<file path="src/sv/fit_pkg.sv">
// ----------------------------------------------------------------------------
// fit_pkg
// Types and constants shared by the frame index tracker modules.
// ----------------------------------------------------------------------------
package fit_pkg;

  localparam int STATUS_W     = 3;
  localparam int WORD_W       = 16;
  localparam int IN_TDATA_W   = 56;
  localparam int IN_TUSER_W   = 2;
  localparam int OUT_TDATA_W  = 32;
  localparam int OUT_TUSER_W  = 3;

  typedef enum logic [1:0] {
    ACT_ALLOC,
    ACT_SET,
    ACT_TX,
    ACT_POLL
  } action_t;

  typedef enum logic [STATUS_W-1:0] {
    ST_EMPTY,
    ST_ALLOC,
    ST_TX,
    ST_RCVD,
    ST_COMPLETE
  } status_t;

  typedef enum logic [2:0] {
    K_INDEX,
    K_DONE,
    K_WKC,
    K_NOFRAME,
    K_OTHER
  } kind_t;

  typedef enum logic [1:0] {
    S_IDLE,
    S_READ,
    S_EXEC,
    S_PUSH
  } state_t;

  typedef struct packed {
    kind_t               kind;
    logic [WORD_W-1:0]   value;
    logic [WORD_W-1:0]   route_word;
  } result_t;

endpackage

</file>
<file path="src/sv/fit_stat_mem.sv">
// ----------------------------------------------------------------------------
// fit_stat_mem
// Slot status memory: one write port, two registered read ports, per-entry
// valid bits so that unwritten entries read as empty after reset.
// ----------------------------------------------------------------------------
module fit_stat_mem #(
  parameter int DEPTH = 16,
  localparam int AW = (DEPTH > 1) ? $clog2(DEPTH) : 1
) (
  input  logic                          clk,
  input  logic                          rst,
  input  logic                          we,
  input  logic [AW-1:0]                 waddr,
  input  logic [fit_pkg::STATUS_W-1:0]  wdata,
  input  logic [AW-1:0]                 raddr_a,
  output logic [fit_pkg::STATUS_W-1:0]  rdata_a,
  input  logic [AW-1:0]                 raddr_b,
  output logic [fit_pkg::STATUS_W-1:0]  rdata_b
);

  logic [fit_pkg::STATUS_W-1:0] mem [DEPTH];
  logic [DEPTH-1:0]             vld;
  logic [fit_pkg::STATUS_W-1:0] q_a;
  logic [fit_pkg::STATUS_W-1:0] q_b;
  logic                         vq_a;
  logic                         vq_b;

  always_ff @(posedge clk) begin
    if (we) begin
      mem[waddr] <= wdata;
    end
    q_a <= mem[raddr_a];
    q_b <= mem[raddr_b];
  end

  always_ff @(posedge clk) begin
    if (rst) begin
      vld  <= '0;
      vq_a <= 1'b0;
      vq_b <= 1'b0;
    end else begin
      if (we) begin
        vld[waddr] <= 1'b1;
      end
      vq_a <= vld[raddr_a];
      vq_b <= vld[raddr_b];
    end
  end

  assign rdata_a = vq_a ? q_a : fit_pkg::ST_EMPTY;
  assign rdata_b = vq_b ? q_b : fit_pkg::ST_EMPTY;

endmodule

</file>
<file path="src/sv/fit_data_mem.sv">
// ----------------------------------------------------------------------------
// fit_data_mem
// Working counter and source word store, one write and one registered read
// port. Contents are undefined until written.
// ----------------------------------------------------------------------------
module fit_data_mem #(
  parameter int DEPTH = 16,
  localparam int AW = (DEPTH > 1) ? $clog2(DEPTH) : 1
) (
  input  logic                            clk,
  input  logic                            we,
  input  logic [AW-1:0]                   waddr,
  input  logic [2*fit_pkg::WORD_W-1:0]    wdata,
  input  logic [AW-1:0]                   raddr,
  output logic [2*fit_pkg::WORD_W-1:0]    rdata
);

  logic [2*fit_pkg::WORD_W-1:0] mem [DEPTH];

  always_ff @(posedge clk) begin
    if (we) begin
      mem[waddr] <= wdata;
    end
    rdata <= mem[raddr];
  end

endmodule

</file>
<file path="src/sv/fit_ctrl.sv">
// ----------------------------------------------------------------------------
// fit_ctrl
// Sequencer: takes one beat, reads the status and data memories, runs the
// round-robin free-slot scan, writes back and holds the result beat.
// ----------------------------------------------------------------------------
module fit_ctrl #(
  parameter int MAX_FRAMES = 16,
  localparam int IW = (MAX_FRAMES > 1) ? $clog2(MAX_FRAMES) : 1
) (
  input  logic                               clk,
  input  logic                               rst,
  input  logic                               s_tvalid,
  output logic                               s_tready,
  input  logic [fit_pkg::IN_TDATA_W-1:0]     s_tdata,
  input  logic [fit_pkg::IN_TUSER_W-1:0]     s_tuser,
  output logic                               m_tvalid,
  input  logic                               m_tready,
  output logic [fit_pkg::OUT_TDATA_W-1:0]    m_tdata,
  output logic [fit_pkg::OUT_TUSER_W-1:0]    m_tuser,
  output logic                               st_we,
  output logic [IW-1:0]                      st_waddr,
  output logic [fit_pkg::STATUS_W-1:0]       st_wdata,
  output logic [IW-1:0]                      st_raddr_a,
  input  logic [fit_pkg::STATUS_W-1:0]       st_rdata_a,
  output logic [IW-1:0]                      st_raddr_b,
  input  logic [fit_pkg::STATUS_W-1:0]       st_rdata_b,
  output logic                               dm_we,
  output logic [IW-1:0]                      dm_waddr,
  output logic [2*fit_pkg::WORD_W-1:0]       dm_wdata,
  output logic [IW-1:0]                      dm_raddr,
  input  logic [2*fit_pkg::WORD_W-1:0]       dm_rdata
);

  localparam logic [IW-1:0] LAST_IDX = IW'(MAX_FRAMES - 1);
  localparam logic [8:0]    DEPTH_9  = 9'(MAX_FRAMES);

  fit_pkg::state_t  state;
  fit_pkg::state_t  state_next;
  fit_pkg::action_t act;
  logic [3:0]       slot;
  logic [2:0]       nstat;
  logic             failed;
  logic             present;
  logic             is_ecat;
  logic [7:0]       fidx;
  logic [15:0]      fwkc;
  logic [15:0]      fsrc;
  logic [IW-1:0]    idx;
  logic [IW-1:0]    idx_next;
  logic [IW-1:0]    cnt;
  logic [IW-1:0]    cnt_next;
  logic [IW-1:0]    last;
  logic [IW-1:0]    last_next;
  fit_pkg::result_t res;
  fit_pkg::result_t res_next;
  fit_pkg::result_t out;
  logic             out_load;

  logic             slot_in_range;
  logic             fidx_in_range;
  logic [IW-1:0]    slot_addr;
  logic [IW-1:0]    fidx_addr;
  logic [IW-1:0]    idx_succ;
  logic [IW-1:0]    pick;

  function automatic logic [IW-1:0] succ(input logic [IW-1:0] i);
    succ = (i == LAST_IDX) ? '0 : i + 1'b1;
  endfunction

  assign slot_in_range = {5'd0, slot} < DEPTH_9;
  assign fidx_in_range = {1'b0, fidx} < DEPTH_9;
  assign slot_addr     = IW'(slot);
  assign fidx_addr     = IW'(fidx);
  assign idx_succ      = succ(idx);
  assign pick          = (st_rdata_a == fit_pkg::ST_EMPTY) ? idx : idx_succ;

  // input beat capture
  always_ff @(posedge clk) begin
    if (s_tvalid && s_tready) begin
      act     <= fit_pkg::action_t'(s_tuser[1:0]);
      slot    <= s_tdata[3:0];
      nstat   <= s_tdata[6:4];
      failed  <= s_tdata[7];
      present <= s_tdata[8];
      is_ecat <= s_tdata[9];
      fidx    <= s_tdata[17:10];
      fwkc    <= s_tdata[33:18];
      fsrc    <= s_tdata[49:34];
    end
  end

  always_ff @(posedge clk) begin
    if (rst) begin
      state <= fit_pkg::S_IDLE;
      last  <= '0;
    end else begin
      state <= state_next;
      last  <= last_next;
    end
  end

  always_ff @(posedge clk) begin
    idx <= idx_next;
    cnt <= cnt_next;
    res <= res_next;
  end

  // writes only happen in S_EXEC
  always_comb begin
    state_next = state;
    idx_next   = idx;
    cnt_next   = cnt;
    last_next  = last;
    res_next   = res;
    s_tready   = 1'b0;
    out_load   = 1'b0;
    st_we      = 1'b0;
    st_waddr   = slot_addr;
    st_wdata   = nstat;
    st_raddr_a = slot_addr;
    st_raddr_b = fidx_addr;
    dm_we      = 1'b0;
    dm_waddr   = slot_addr;
    dm_wdata   = {fsrc, fwkc};
    dm_raddr   = slot_addr;
    unique case (state)
      fit_pkg::S_IDLE: begin
        s_tready = 1'b1;
        if (s_tvalid) begin
          idx_next   = succ(last);
          cnt_next   = '0;
          state_next = fit_pkg::S_READ;
        end
      end
      fit_pkg::S_READ: begin
        if (act == fit_pkg::ACT_ALLOC) begin
          st_raddr_a = idx;
        end
        state_next = fit_pkg::S_EXEC;
      end
      fit_pkg::S_EXEC: begin
        unique case (act)
          fit_pkg::ACT_ALLOC: begin
            if (st_rdata_a == fit_pkg::ST_EMPTY || cnt == LAST_IDX) begin
              st_we      = 1'b1;
              st_waddr   = pick;
              st_wdata   = fit_pkg::ST_ALLOC;
              last_next  = pick;
              res_next   = '{kind: fit_pkg::K_INDEX, value: 16'(pick), route_word: '0};
              state_next = fit_pkg::S_PUSH;
            end else begin
              // one probe per cycle, next entry read ahead
              st_raddr_a = idx_succ;
              idx_next   = idx_succ;
              cnt_next   = cnt + 1'b1;
            end
          end
          fit_pkg::ACT_SET: begin
            st_we      = slot_in_range;
            st_wdata   = nstat;
            res_next   = '{kind: fit_pkg::K_DONE, value: '0, route_word: '0};
            state_next = fit_pkg::S_PUSH;
          end
          fit_pkg::ACT_TX: begin
            st_we      = slot_in_range;
            st_wdata   = failed ? fit_pkg::ST_EMPTY : fit_pkg::ST_TX;
            res_next   = '{kind: fit_pkg::K_DONE, value: '0, route_word: '0};
            state_next = fit_pkg::S_PUSH;
          end
          fit_pkg::ACT_POLL: begin
            state_next = fit_pkg::S_PUSH;
            res_next   = '{kind: fit_pkg::K_OTHER, value: '0, route_word: '0};
            priority if (slot_in_range && st_rdata_a == fit_pkg::ST_RCVD) begin
              st_we    = 1'b1;
              st_wdata = fit_pkg::ST_COMPLETE;
              res_next = '{kind: fit_pkg::K_WKC, value: dm_rdata[15:0],
                           route_word: dm_rdata[31:16]};
            end else if (!present) begin
              res_next = '{kind: fit_pkg::K_NOFRAME, value: '0, route_word: '0};
            end else if (!is_ecat) begin
              res_next = '{kind: fit_pkg::K_OTHER, value: '0, route_word: '0};
            end else if (slot_in_range && fidx == {4'd0, slot}) begin
              st_we    = 1'b1;
              st_wdata = fit_pkg::ST_COMPLETE;
              dm_we    = 1'b1;
              res_next = '{kind: fit_pkg::K_WKC, value: fwkc, route_word: fsrc};
            end else if (fidx_in_range && st_rdata_b == fit_pkg::ST_TX) begin
              st_we    = 1'b1;
              st_waddr = fidx_addr;
              st_wdata = fit_pkg::ST_RCVD;
              dm_we    = 1'b1;
              dm_waddr = fidx_addr;
            end else begin
              res_next = '{kind: fit_pkg::K_OTHER, value: '0, route_word: '0};
            end
          end
          default: begin
            state_next = fit_pkg::S_IDLE;
          end
        endcase
      end
      fit_pkg::S_PUSH: begin
        if (!m_tvalid || m_tready) begin
          out_load   = 1'b1;
          state_next = fit_pkg::S_IDLE;
        end
      end
      default: begin
        state_next = fit_pkg::S_IDLE;
      end
    endcase
  end

  // output register
  always_ff @(posedge clk) begin
    if (rst) begin
      m_tvalid <= 1'b0;
    end else if (out_load) begin
      m_tvalid <= 1'b1;
    end else if (m_tready) begin
      m_tvalid <= 1'b0;
    end
  end

  always_ff @(posedge clk) begin
    if (out_load) begin
      out <= res;
    end
  end

  assign m_tdata = {out.route_word, out.value};
  assign m_tuser = out.kind;

endmodule

</file>
<file path="src/sv/frame_index_tracker.sv">
// ----------------------------------------------------------------------------
// frame_index_tracker
// In-flight frame index tracker with round-robin allocation and frame match.
// ----------------------------------------------------------------------------
// One beat is worked at a time. Set status, transmit and poll pass through
// the read, execute and push states; allocate stays in the execute state
// for the free-slot scan, which probes one status memory entry per cycle
// through a single read port. Slot status lives in a memory with per-entry
// valid bits cleared by reset, so the block is usable straight after reset.
// Working counters and source words live in a second memory and are
// undefined until written. A finished result waits in an output register
// while the next input beat is taken.
// ----------------------------------------------------------------------------
module frame_index_tracker #(
  parameter int MAX_FRAMES = 16
) (
  input  logic                               clk,
  input  logic                               rst,
  input  logic                               s_tvalid,
  output logic                               s_tready,
  // slot[3:0] new_status[6:4] send_failed[7] frame_present[8]
  // frame_is_ecat[9] frame_index[17:10] frame_wkc[33:18] frame_source[49:34]
  input  logic [fit_pkg::IN_TDATA_W-1:0]     s_tdata,
  // action[1:0]
  input  logic [fit_pkg::IN_TUSER_W-1:0]     s_tuser,
  output logic                               m_tvalid,
  input  logic                               m_tready,
  // value[15:0] route_word[31:16]
  output logic [fit_pkg::OUT_TDATA_W-1:0]    m_tdata,
  // kind[2:0]
  output logic [fit_pkg::OUT_TUSER_W-1:0]    m_tuser
);

  localparam int IW = (MAX_FRAMES > 1) ? $clog2(MAX_FRAMES) : 1;

  logic                           st_we;
  logic [IW-1:0]                  st_waddr;
  logic [fit_pkg::STATUS_W-1:0]   st_wdata;
  logic [IW-1:0]                  st_raddr_a;
  logic [fit_pkg::STATUS_W-1:0]   st_rdata_a;
  logic [IW-1:0]                  st_raddr_b;
  logic [fit_pkg::STATUS_W-1:0]   st_rdata_b;
  logic                           dm_we;
  logic [IW-1:0]                  dm_waddr;
  logic [2*fit_pkg::WORD_W-1:0]   dm_wdata;
  logic [IW-1:0]                  dm_raddr;
  logic [2*fit_pkg::WORD_W-1:0]   dm_rdata;

  fit_stat_mem #(
    .DEPTH (MAX_FRAMES)
  ) u_stat_mem (
    .clk     (clk),
    .rst     (rst),
    .we      (st_we),
    .waddr   (st_waddr),
    .wdata   (st_wdata),
    .raddr_a (st_raddr_a),
    .rdata_a (st_rdata_a),
    .raddr_b (st_raddr_b),
    .rdata_b (st_rdata_b)
  );

  fit_data_mem #(
    .DEPTH (MAX_FRAMES)
  ) u_data_mem (
    .clk   (clk),
    .we    (dm_we),
    .waddr (dm_waddr),
    .wdata (dm_wdata),
    .raddr (dm_raddr),
    .rdata (dm_rdata)
  );

  fit_ctrl #(
    .MAX_FRAMES (MAX_FRAMES)
  ) u_ctrl (
    .clk        (clk),
    .rst        (rst),
    .s_tvalid   (s_tvalid),
    .s_tready   (s_tready),
    .s_tdata    (s_tdata),
    .s_tuser    (s_tuser),
    .m_tvalid   (m_tvalid),
    .m_tready   (m_tready),
    .m_tdata    (m_tdata),
    .m_tuser    (m_tuser),
    .st_we      (st_we),
    .st_waddr   (st_waddr),
    .st_wdata   (st_wdata),
    .st_raddr_a (st_raddr_a),
    .st_rdata_a (st_rdata_a),
    .st_raddr_b (st_raddr_b),
    .st_rdata_b (st_rdata_b),
    .dm_we      (dm_we),
    .dm_waddr   (dm_waddr),
    .dm_wdata   (dm_wdata),
    .dm_raddr   (dm_raddr),
    .dm_rdata   (dm_rdata)
  );

endmodule

</file>
<file path="config.mk">
export PLATFORM = sky130hd
export DESIGN_NAME = frame_index_tracker
export DESIGN_NICKNAME = d
export VERILOG_FILES = /design/src/sv/fit_pkg.sv /design/src/sv/fit_stat_mem.sv /design/src/sv/fit_data_mem.sv /design/src/sv/fit_ctrl.sv /design/src/sv/frame_index_tracker.sv
export SDC_FILE = /design/constraint.sdc
export NUM_CORES = 1
export LEC_CHECK = 0
export BUFFER_PORTS_ARGS = -buffer_cell sky130_fd_sc_hd__buf_2
export CAP_MARGIN = 20
export CORE_ASPECT_RATIO = 0.8
export CORE_MARGIN = 1.5
export CORE_UTILIZATION = 55
export DETAILED_ROUTE_END_ITERATION = 6
export MAX_ROUTING_LAYER = met4
export PLACE_DENSITY = 0.72
export RECOVER_POWER = 50
export SYNTH_ARGS = -nofsm -noshare
export SYNTH_HDL_FRONTEND = slang
export SYNTH_HIERARCHICAL = 1
export SYNTH_SLANG_ARGS = --single-unit
</file>
<file path="constraint.sdc">
create_clock -name clk -period 6.6 [get_ports clk]
set_clock_uncertainty 0.1 [all_clocks]
set_input_delay 0.66 -clock clk [delete_from_list [all_inputs] [get_ports clk]]
set_output_delay 0.66 -clock clk [all_outputs]
set_load 0.03 [all_outputs]
</file>
==> impl_metrics.ini <==
[timing]
whs_ns = 0.119
rsz0062_at_grt = no
clock.fmax_mhz = 186
finalHoldViolCount = 0
tightest_slew_ns = 3.55
period_needed_ns = 5.38
drv_slew = 129
relSlewSlack_pct = -137
finalSetupTns_ns = 0
finalSetupViolCount = 0
period_share_pct = 81.5

[worst_setup_path]
worst_path_largest_cell_delay_ns = 1.12
critPathArrivalTime_ns = 5.58
path_max_fanout = 23
crit_chain = clkbuf_1 -> xor2_1 -> o41ai_1 -> nor3_1 -> mux2_2 -> or3b_2 -> nor2_4 -> buf_4
r2r-end = u_data_mem/mem[2][8]
regToRegSetupSlack_ns = 1.22
worstSetupPathType = reg -> reg
worst_path_max_delay_cell = clkbuf_1
r2r_start = u_ctrl/fidx[0]
crit_path_start_kind = register
rr_worst_depth = 8
crit_path_end_kind = register
crit_required_ns = 6.80

[synth]
synth_cells = 1439
synth.most_common_cell = edfxtp_1
synth_flop_cell = edfxtp_1
synth_fp_nets = 1513
synth_commonest_cells = edfxtp_1 (690), mux4_2 (131), nor2_1 (79), a22oi_1 (66), dfxtp_1 (63)
synth_edf_count = 690
synth_cell_type_count = 66
ys.warnings.count = 6
yosys_register_bits = 753
synth.top_cell.area_share_pct = 71.6
synth-async-reset-ratio_pct = 0
syn_area_um2 = 28900
yosysSeqAreaShare_pct = 75.9
synth_top_cell_by_area = edfxtp_1
avgSynthCellArea_um2 = 20.1
netlist_top_cells_area = edfxtp_1 (72%), mux4_2 (10%), dfxtp_1 (4.4%), mux4_1 (2.3%), a22oi_1 (1.7%)

[min_path]
hold_start = s_tdata[43]
hold_class = in -> reg
hold_path_depth = 1
min_delay_worst_endpoint = u_ctrl/fsrc[9]

[cts]
cts_resized = 0
cts_tree = yes
numClockSinks = 753
cts_hold_buf = 0
htree_levels = 3
clk_latency_ns = 0.61
cts-buffers-inserted = 72
clk_pin_slew_worst_paths_ns = 0.06
post_cts_buffers = 0
cts_root_buffer = clkbuf_16
cts_buffer_depth = 3

[global_route]
grt_pass1_vias = 14600
grt_first_pass_wirelength_um = 91200
overflow = 0
grt_max_degree = 103
grtUsageTotal_pct = 23.9
antenna_found_initial = 0

[final_layout]
seqCellArea_um2 = 22000
multi_input_area_um2 = 6650
nFillCells = 3488
areaGrowthSynthToFinish_pct = 12.8
antennaDiodeCount = 0
nNetsFinal = 1640
drive_gt1_share_pct = 22.2
stdcell_count = 2308

[floorplan]
die_y_um = 208
dieArea_um2 = 54000
die_w_um = 259
core_um2 = 51500
rows = 74
initial_core_util_pct = 56.2
ioPinCount = 99

[placed_design]
dp_cells = 2173
gp_congestion = 0.883
dp_hpwl_um = 33300
port_buffers = 92

[power]
p_leak_nw = 10.6
p_per_area_nw_per_um2 = 362
swShare_pct = 25.6
p_int_w = 0.00879
seqPwrFrac_pct = 50.7
combPwrFrac_pct = 14.6
clockPowerShare_pct = 34.7
p_sw_w = 0.00302
vdd_drop_max_mv = 0.244

[route]
vias = 14500
vias_per_cell = 6.30
drt-initial-drc-count = 1700
post-route-drc-count = 0
wirelength_um = 61200
wire_per_inst_um = 26.5
firstDrtPassIters = 5
ant_nets = 0

[run_status]
violations = max-capacitance violations, max-slew violations
status = complete, but fails checks

[flow_run]
cap_violations = 4
## how the worst max path moves through the flow
stage                                 end  cells after the start  slack [ns]               start
floorplan            u_data_mem/mem[0][0]                      6        1.44  u_ctrl/dm_raddr[3]
global placement    u_data_mem/mem[2][15]                      7        1.92      u_ctrl/fidx[1]
detailed placement   u_data_mem/mem[3][8]                      7        1.83      u_ctrl/fidx[1]
CTS                  u_data_mem/mem[3][8]                      7        1.79      u_ctrl/fidx[1]
global route         u_data_mem/mem[2][8]                      8        0.92      u_ctrl/fidx[0]
finish               u_data_mem/mem[2][8]                      8        1.22      u_ctrl/fidx[0]
## per-stage QoR
step / cell area (µm²) / setup slack (ns) / total power, W / util, %
final: 32700 / 1.22 / 0.0118 / 63.4
after global routing: 32700 / 0.924 / 0.0122 / 63.4
after CTS: 32700 / 1.79 / 0.0119 / 63.5
after detailed placement: 30300 / 1.83 / 0.00777 / 58.9
after global placement: 30300 / 1.92 / 0.00771 / 58.8
after floorplan: 28900 / 1.44 / 0.00722 / -
## per-layer routing
layer | part of all wire [%] | vias to the layer above | wire (µm) | track usage, %
li1 | - | 6220 | - | -
met1 | 42 | 7594 | 25500 | 33.3
met2 | 48 | 640 | 29400 | 36.4
met3 | 8.4 | 93 | 5120 | 5.00
met4 | 2.0 | 0 | 1210 | 6.30
met5 | 0 | - | 0 | -
## kinds of logic (layout without fill, tap and decap cells)
logic type                 count (synthesis)  in the layout  synth area share (%)
DFF                                      753            753                  75.9
and+or+nand+nor                          225            225                  3.76
AOI/OAI and AO/OA                        177            177                  4.83
muxes                                    172            172                  13.0
buffers and inverters                     91            276                  1.63
adders and majority gates                 12             12                 0.519
xor gates and xnor gates                   9              9                 0.272
## power by group through the flow
stage | logic, W | registers (W) | clock network (W)
after floorplan | 0.00121 | 0.00600 | 0
after global placement | 0.00165 | 0.00606 | 0
after detailed placement | 0.00169 | 0.00608 | 0
after CTS | 0.00169 | 0.00598 | 0.00418
after global routing | 0.00185 | 0.00604 | 0.00436
final | 0.00172 | 0.00599 | 0.00410
## layout by cell type, fill, tap and decap left out, types with 6 or more instances in the layout
cell type  count
edfxtp_1     690
mux4_2       131
clkbuf_16     74
clkbuf_1      67
a22oi_1       66
nor2_1        65
dfxtp_1       63
nand2_1       54
buf_2         46
a22o_1        28
mux4_1        25
buf_4         24
inv_1         17
nor2_4        14
nand3_1       14
nor3_1        13
clkinv_2      12
a221o_1       12
ha_1          12
clkbuf_8      11
nand2b_1      10
and2_1         9
nor2b_1        8
mux2_2         8
mux2i_1        8
xor2_1         7
a31oi_1        7
a21oi_1        7
clkinv_1       6
nand3b_1       6
o211ai_1       6
a211oi_1       6
o21ai_0        6
a22o_2         6
## layout make-up
type                       instances  area share, %
sequential                       753           67.3
multi-input combinational        595           20.4
clock buffer                     102           6.33
tap                              684           2.62
timing repair buffer             126           2.24
clock inverter                    30          0.923
inverter                          18          0.207
## critical path: cells and delay by family (launching register included)
family                    cells  cell delay (ns)
DFF                           1             0.32
buffers and inverters         2             1.47
and+or+nand+nor               3             1.62
xor gates and xnor gates      1             0.27
AOI/OAI and AO/OA             1             0.89
muxes                         1             0.37
## state kept, by name, indices dropped and copies added, names as in the netlist, 8 cells and up
| register | cells |
|---|---|
| u_ctrl/fidx | 8 |
| u_ctrl/fsrc | 16 |
| u_stat_mem/mem | 48 |
| u_data_mem/rdata | 32 |
| u_ctrl/res | 35 |
| u_ctrl/fwkc | 16 |
| u_ctrl/m_tdata | 32 |
| u_data_mem/mem | 512 |
| u_stat_mem/vld | 16 |
Power figures use the tool's default switching activity.
